===== config.mk =====
export PLATFORM = sky130hd
export DESIGN_NAME = nullomer_index_stream_parser_core
export DESIGN_NICKNAME = d
export VERILOG_FILES = /design/src/rtl/nisp_pkg.sv /design/src/rtl/nullomer_index_stream_parser_core.sv
export SDC_FILE = /design/constraint.sdc
export NUM_CORES = 1
export LEC_CHECK = 0
export ABC_AREA = 1
export BUFFER_PORTS_ARGS = -buffer_cell sky130_fd_sc_hd__buf_2
export CORE_UTILIZATION = 50
export DETAILED_ROUTE_END_ITERATION = 12
export PLACE_DENSITY_LB_ADDON = 0.25
export REMOVE_ABC_BUFFERS = 1
export SYNTH_ARGS = -nofsm -noshare
export SYNTH_HDL_FRONTEND = slang
export SYNTH_SLANG_ARGS = --single-unit

===== constraint.sdc =====
create_clock -name i_clk -period 17.98 [get_ports i_clk]
set_input_delay 3.596 -clock i_clk [delete_from_list [all_inputs] [get_ports i_clk]]
set_output_delay 3.596 -clock i_clk [all_outputs]
set_load 0.03 [all_outputs]

===== src/rtl/nisp_pkg.sv =====
// Package for the nullomer index stream parser: payload types, phase and status codes.
package nisp_pkg;

    localparam int HEADER_SKIP_BYTES = 6;
    localparam int MAX_FIELD_BYTES   = 8;
    localparam int HDR_FIELD_BYTES   = 6;

    typedef enum logic [2:0] {
        PH_SKIP   = 3'd0,
        PH_HDR    = 3'd1,
        PH_PREFIX = 3'd2,
        PH_COUNT  = 3'd3,
        PH_SUFFIX = 3'd4
    } t_phase;

    typedef enum logic [1:0] {
        ST_RUN  = 2'd0,
        ST_DONE = 2'd1,
        ST_ERR  = 2'd2
    } t_status;

    localparam t_phase PH_RESET = (HEADER_SKIP_BYTES == 0) ? PH_HDR : PH_SKIP;

    typedef struct packed {
        logic [7:0] data_byte;
        logic       end_of_stream;
    } t_in;

    typedef struct packed {
        logic [63:0] index_value;
        logic        index_valid;
        logic [1:0]  stream_status;
        logic [15:0] word_length;
    } t_out;

endpackage


===== src/rtl/nullomer_index_stream_parser_core.sv =====
// Nullomer index stream parser: byte-wise header/group parser with a two-entry output buffer.
//
//  channel | direction | handshake                  | payload
//  in      | input     | i_in_valid / o_in_ready    | i_in_data  (t_in: byte, end flag)
//  out     | output    | o_out_valid / i_out_ready  | o_out_data (t_out: index, status, k)
//
// One byte per cycle while o_in_ready is high; each accepted beat is parsed in the cycle it is taken and its
// result, if any, is registered the same edge.
// Synchronous active-low reset returns the parser to the header skip phase.
// A skid register holds one result while the output stalls; o_in_ready drops only
// when both output registers are full.
// Bytes after completion or error are accepted and dropped.
module nullomer_index_stream_parser_core
    import nisp_pkg::*;
(
    input  logic i_clk,
    input  logic i_rst_n,
    input  logic i_in_valid,
    output logic o_in_ready,
    input  t_in  i_in_data,
    output logic o_out_valid,
    input  logic i_out_ready,
    output t_out o_out_data
);

    t_phase      r_phase, n_phase;
    t_status     r_fin, n_fin;
    logic [3:0]  r_bp, n_bp;
    logic [15:0] r_k, n_k;
    logic [15:0] r_hk, n_hk;
    logic [7:0]  r_field, n_field;
    logic [7:0]  r_counter, n_counter;
    logic [63:0] r_prefix, n_prefix;
    logic [63:0] r_suffix, n_suffix;
    logic [63:0] r_rem, n_rem;

    logic        r_out_v;
    t_out        r_out;
    logic        r_skid_v;
    t_out        r_skid;

    logic        in_acc;
    logic        emit;
    logic [63:0] idx;
    logic [63:0] byte_sh;
    logic        have_res;
    t_out        res;

    function automatic logic [63:0] combine(input logic [15:0] k, input logic [15:0] hk,
                                            input logic [63:0] pre, input logic [63:0] suf);
        logic [16:0] d;
        d = {1'b0, k} - {1'b0, hk};
        if (d[16] || (d[15:0] >= 16'd32))
            return suf;
        return (pre << {d[4:0], 1'b0}) | suf;
    endfunction

    assign o_in_ready = !r_skid_v;
    assign in_acc     = i_in_valid && o_in_ready;
    assign byte_sh    = {56'd0, i_in_data.data_byte} << {r_bp[2:0], 3'b000};

    // parser next state
    always_comb begin
        n_phase   = r_phase;
        n_fin     = r_fin;
        n_bp      = r_bp;
        n_k       = r_k;
        n_hk      = r_hk;
        n_field   = r_field;
        n_counter = r_counter;
        n_prefix  = r_prefix;
        n_suffix  = r_suffix;
        n_rem     = r_rem;
        emit      = 1'b0;
        idx       = 64'd0;
        if (in_acc && (r_fin == ST_RUN)) begin
            unique case (r_phase)
                PH_SKIP: begin
                    // skip count lives in the suffix counter
                    n_rem = r_rem + 64'd1;
                    if (n_rem >= 64'(HEADER_SKIP_BYTES)) begin
                        n_phase = PH_HDR;
                        n_rem   = 64'd0;
                        n_bp    = 4'd0;
                    end
                end
                PH_HDR: begin
                    case (r_bp)
                        4'd0:    n_k       = {r_k[15:8], i_in_data.data_byte};
                        4'd1:    n_k       = {i_in_data.data_byte, r_k[7:0]};
                        4'd2:    n_hk      = {r_hk[15:8], i_in_data.data_byte};
                        4'd3:    n_hk      = {i_in_data.data_byte, r_hk[7:0]};
                        4'd4:    n_field   = i_in_data.data_byte;
                        default: n_counter = i_in_data.data_byte;
                    endcase
                    n_bp = r_bp + 4'd1;
                    if (n_bp >= 4'(HDR_FIELD_BYTES)) begin
                        n_bp = 4'd0;
                        if (n_field == 8'd0) begin
                            n_fin = ST_DONE;
                        end else if ((n_field > 8'(MAX_FIELD_BYTES)) ||
                                     (n_counter > 8'(MAX_FIELD_BYTES))) begin
                            n_fin = ST_ERR;
                        end else if (n_counter == 8'd0) begin
                            n_fin = ST_DONE;
                        end else begin
                            n_phase  = PH_PREFIX;
                            n_prefix = 64'd0;
                        end
                    end
                end
                PH_PREFIX: begin
                    n_prefix = r_prefix | byte_sh;
                    n_bp     = r_bp + 4'd1;
                    if ({4'd0, n_bp} >= r_field) begin
                        n_phase = PH_COUNT;
                        n_bp    = 4'd0;
                        n_rem   = 64'd0;
                    end
                end
                PH_COUNT: begin
                    n_rem = r_rem | byte_sh;
                    n_bp  = r_bp + 4'd1;
                    if ({4'd0, n_bp} >= r_counter) begin
                        n_bp = 4'd0;
                        if (n_rem == 64'd0) begin
                            n_phase  = PH_PREFIX;
                            n_prefix = 64'd0;
                        end else begin
                            n_phase  = PH_SUFFIX;
                            n_suffix = 64'd0;
                        end
                    end
                end
                PH_SUFFIX: begin
                    n_suffix = r_suffix | byte_sh;
                    n_bp     = r_bp + 4'd1;
                    if ({4'd0, n_bp} >= r_field) begin
                        idx      = combine(r_k, r_hk, r_prefix, n_suffix);
                        emit     = 1'b1;
                        n_bp     = 4'd0;
                        n_suffix = 64'd0;
                        n_rem    = r_rem - 64'd1;
                        if (n_rem == 64'd0) begin
                            n_phase  = PH_PREFIX;
                            n_prefix = 64'd0;
                        end
                    end
                end
                default: ;
            endcase
            // end of stream is judged against the phase after this byte
            if (i_in_data.end_of_stream && (n_fin == ST_RUN)) begin
                if ((n_phase == PH_SKIP) || (n_phase == PH_HDR) || (n_phase == PH_SUFFIX))
                    n_fin = ST_ERR;
                else
                    n_fin = ST_DONE;
            end
        end
    end

    // result beat
    always_comb begin
        have_res          = emit || (n_fin != r_fin);
        res.index_value   = idx;
        res.index_valid   = emit;
        res.stream_status = n_fin;
        res.word_length   = n_k;
    end

    always_ff @(posedge i_clk) begin
        if (!i_rst_n) begin
            r_phase   <= PH_RESET;
            r_fin     <= ST_RUN;
            r_bp      <= 4'd0;
            r_k       <= 16'd0;
            r_hk      <= 16'd0;
            r_field   <= 8'd0;
            r_counter <= 8'd0;
            r_prefix  <= 64'd0;
            r_suffix  <= 64'd0;
            r_rem     <= 64'd0;
            r_out_v   <= 1'b0;
            r_skid_v  <= 1'b0;
        end else begin
            r_phase   <= n_phase;
            r_fin     <= n_fin;
            r_bp      <= n_bp;
            r_k       <= n_k;
            r_hk      <= n_hk;
            r_field   <= n_field;
            r_counter <= n_counter;
            r_prefix  <= n_prefix;
            r_suffix  <= n_suffix;
            r_rem     <= n_rem;
            if (!r_out_v || i_out_ready) begin
                if (r_skid_v) begin
                    r_out_v  <= 1'b1;
                    r_skid_v <= 1'b0;
                end else begin
                    r_out_v  <= have_res;
                end
            end else if (have_res) begin
                r_skid_v <= 1'b1;
            end
        end
    end

    // payload registers
    always_ff @(posedge i_clk) begin
        if (!r_out_v || i_out_ready) begin
            if (r_skid_v)
                r_out <= r_skid;
            else
                r_out <= res;
        end else if (have_res) begin
            r_skid <= res;
        end
    end

    assign o_out_valid = r_out_v;
    assign o_out_data  = r_out;

    a_skid_needs_out: assert property (@(posedge i_clk) disable iff (!i_rst_n)
        r_skid_v |-> r_out_v)
        else $error("skid holds a beat while output register is empty");

    a_status_beat: assert property (@(posedge i_clk) disable iff (!i_rst_n)
        (o_out_valid && !o_out_data.index_valid) |->
            (o_out_data.stream_status != ST_RUN))
        else $error("result beat with neither index nor status change");

    a_fin_sticky: assert property (@(posedge i_clk) disable iff (!i_rst_n)
        (r_fin != ST_RUN) |=> $stable(r_fin))
        else $error("stream status changed after completion");

    a_suffix_owed: assert property (@(posedge i_clk) disable iff (!i_rst_n)
        (r_phase == PH_SUFFIX) |-> (r_rem != 64'd0))
        else $error("suffix phase with no suffixes owed");

endmodule


==> results.md <==
* PnR worst setup slack at 10.70 ns
* Vias at 27,910
* Hold Crit Endpoint: r_prefix[3]
* Crit Path Class: in -> reg
* Fmax at 137.3 MHz
* Unique masters post-synth at 52
* Die height at 235.2 um
* Initial antenna violation count at 1
* Worst hold path cell count at 2
* Fin. max-slew vios at 0
* Final setup viols at 0
* Clk pin slew, worst setup/hold paths at 0.06 ns
* Worst Setup Start Kind: primary input
* Root Buffer: clkbuf_16
* CP Buf/Inv Count at 2
* GR Overflow Total at 0
* Site row count at 85
* PwrDens at 185.7 mW/mm^2
* Main flop type after synthesis: dfxtp_1
* Clk_lat worst skew at 0.58 ns
* Slowest stage delay, CP at 0.89 ns
* CP required at 18.17 ns
* TritonCTS buffer count at 45
* Die width at 235.2 um
* First-pass GRT wire length at 155,000 um
* Final clock skew at 0.01422 ns
* Port buffer count at 97
* Detailed Route WL at 103,300 um
* Post-route ant nets at 0
* Hold Vio Cnt, Final at 0
* DRC viols at 0
* Nets at 4,035
* Status: complete, no violations
* CORE AREA at 0.05381 mm^2
* Worst-path cell with the longest stage delay: a31oi_4
* Largest net degree at the start of global routing at 85
* Clk buf depth at 3
* Rel. slew slack at 28.05%
* Cell Int Power at 2.516 mW
* Clk sink count at 417
* Synth Register Bits at 417
* RSZ-0062 raised after global routing: no
* Worst R2R Path Depth at 17
* Die area at 0.05531 mm^2
* Filler cells at 5,431
* Post-CTS Setup Bufs at 0
* P_leak at 12.96 nW
* Fraction of the yosys area taken by sequential cells at 36.82%
* Worst hold slack at 0.4601 ns
* Number of synthesized flops with an enable pin at 166
* Post-Syn Area at 0.02719 mm^2
* R2R Path End: r_rem[46]
* CTS H-tree depth at 2
* Drt initial violations at 3,647
* Setup_tns at 0 ns
* Reg2reg start: r_bp[0]
* Comb power frac at 56.6%
* Post-Synthesis Mean Instance Area at 6.687 um^2
* Final Critical Period at 7.285 ns
* CP delay by family, top: simple AND/OR/NAND/NOR gates
* IO Pins at 98
* Share of layout cells above drive strength 1 at 6.412%
* DR WL/cell at 21.89 um
* Worst Path Max Fanout at 59
* DR pass1 iterations at 6
* Starting density of the core at 50.52%
* Inserted Diodes at 0
* Overall routing resource usage at 36.81%
* Post-Layout Cell Count at 4,720
* DR vias/cell at 5.914
* Sequential power share at 25.9%
* Max-cap violations at 0
* Crit share post-route at 40.52%
* Clock power share at 17.4%
* Worst-Margin Slew at 1.079 ns
* Critical Path, Cell by Cell: buf_2, nand2_1, nor3_1, nor2_1, nand4_1, nor2_1, nand2_1, nor2_1, nand3_1, nand3_1, nor2_1, nand3_1, nand2_1, nand2_1, a31oi_4, buf_4
* Vias in the first global route at 25,380
* Synth Instances at 4,066
* Sw Ratio at 53.72%
* Placed cells at 4,639
* Post-cts gate resize count at 0
* Area grow syn2layout at 7.676%
* Worst R2R Setup Slack at 11.36 ns
* Worst vdd ir at 0.1742 mV
* CTS tree: built
* Cts hold-fix bufs at 0
* Synth warn at 0
* Min-delay src: r_prefix[3]
* Pre-CTS setup slack at 10.26 ns
* Routability congestion estimate at 1.019
* P_sw at 2.921 mW
* Final core utilization at 54.40%
* Setup crit end kind: flip-flop
* Ys async rst share at 0%
* Crit path DAT at 7.48 ns
* Min-Delay Path Class: reg -> reg
* DP HPWL at 77,730 um
Yosys cell counts, types with 2 or more instances:
cell type,n,share of area (%)
a211oi_1,31,0.86
a21oi_1,301,5.5
and2_1,3,0.069
nor2_1,583,8.0
nand3_2,4,0.15
xor2_1,82,2.6
buf_4,3,0.083
ha_1,31,1.4
nand3b_1,33,0.91
a31oi_1,41,0.94
buf_1,19,0.26
nand4_1,130,3.0
a21o_1,2,0.055
o21ai_0,324,6.0
o22ai_1,23,0.53
xnor2_1,6,0.19
inv_1,449,6.2
o211ai_1,20,0.55
buf_6,16,0.66
a221oi_1,11,0.35
nand3_1,228,4.2
o21a_1,6,0.17
clkbuf_1,189,2.6
o21ai_1,7,0.13
and3_1,3,0.069
inv_2,3,0.041
a22oi_1,17,0.47
a311oi_1,5,0.16
or3_1,26,0.60
edfxtp_1,166,18
nor4_1,11,0.25
clkinv_1,7,0.097
mux2i_1,29,1.1
nor2_2,8,0.18
or2_2,11,0.25
buf_2,30,0.55
dfxtp_1,251,18
nor3b_1,2,0.055
nand2_1,873,12
nor2_4,3,0.12
nor3_1,68,1.3
cell type report:
| class | count | area, um^2 | area share [%] |
|---|---|---|---|
| inverter | 459 | 1728 | 5.902 |
| tap | 696 | 870.8 | 2.975 |
| clock buffer | 53 | 1177 | 4.022 |
| clock inverter | 28 | 290.3 | 0.9915 |
| multi-input combinational | 2932 | 14430 | 49.29 |
| sequential | 417 | 10010 | 34.19 |
| timing repair buffer | 135 | 770.7 | 2.633 |
registers in the layout, summed over array words and instances, names as in the netlist:
register,count
o_out_data,83
o_out_valid,1
r_bp,4
r_counter,8
r_field,8
r_fin,2
r_hk,16
r_k,16
r_phase,3
r_prefix,64
r_rem,64
r_skid,83
r_skid_v,1
r_suffix,64
layout by cell type (no fill, tap or decap), types with 79 or more instances in the layout:
| cell type | n |
|---|---|
| nand3_1 | 228 |
| o21ai_0 | 324 |
| buf_2 | 97 |
| dfxtp_1 | 251 |
| nor2_1 | 579 |
| xor2_1 | 79 |
| inv_1 | 446 |
| nand2_1 | 871 |
| a21oi_1 | 299 |
| nand4_1 | 130 |
| edfxtp_1 | 166 |
worst register-to-register path, stage by stage (launching register included):
cell	delay (ns)
dfxtp_1	0.79
clkinv_1	0.64
ha_1	0.57
ha_1	0.33
a21oi_1	0.06
o21ai_0	0.13
nand2_1	0.08
nand2_1	0.16
nor2_2	0.04
buf_4	0.33
inv_1	0.83
nand2_1	0.34
a21oi_4	0.44
buf_4	0.53
inv_1	0.26
buf_4	0.37
a21oi_1	0.40
a221oi_1	0.14
through the flow:
step	cell area (um^2)	total power, mW
6_report	29280	5.437
5_1_grt	29280	5.767
4_1_cts	29280	5.351
3_5_place_dp	27810	4.399
3_3_place_gp	27810	4.394
2_1_floorplan	26050	3.394
power by group through the flow:
stage	sequential [mW]	combinational, mW	clock, mW
2_1_floorplan	1.48	1.92	0
3_3_place_gp	1.42	2.97	0
4_1_cts	1.40	2.99	0.955
6_report	1.41	3.08	0.949
3_5_place_dp	1.42	2.98	0
5_1_grt	1.42	3.35	0.994
layer usage:
layer | wire length (um) | vias up | global-route usage (%)
li1 | - | 13340 | -
met1 | 42310 | 12780 | 48.91
met2 | 44700 | 1483 | 56.41
met3 | 9889 | 307 | 7.012
met4 | 6394 | 2 | 20.28
met5 | 13 | - | 0
kinds of logic after synthesis:
| family | share of synthesized area (%) |
|---|---|
| buffers and inverters | 10.52 |
| DFF | 36.82 |
| adders and majority gates | 1.500 |
| and+or+nand+nor | 31.39 |
| muxes | 1.068 |
| AOI/OAI and AO/OA | 15.87 |
| xor gates and xnor gates | 2.835 |
worst max-delay path by stage:
stage | startpoint | to | slack [ns] | depth (start not counted)
after global placement | i_in_data[8] | r_skid[26] | 10.31 | 17
after global routing | i_in_data[4] | r_skid[72] | 10.48 | 17
after CTS | i_in_data[8] | r_skid[52] | 10.84 | 16
after floorplan | i_in_data[6] | r_skid[0] | 8.15 | 14
final | i_in_data[8] | r_skid[52] | 10.70 | 16
after detailed placement | i_in_data[8] | r_skid[26] | 10.26 | 16
(Power assumes the default switching activity.)
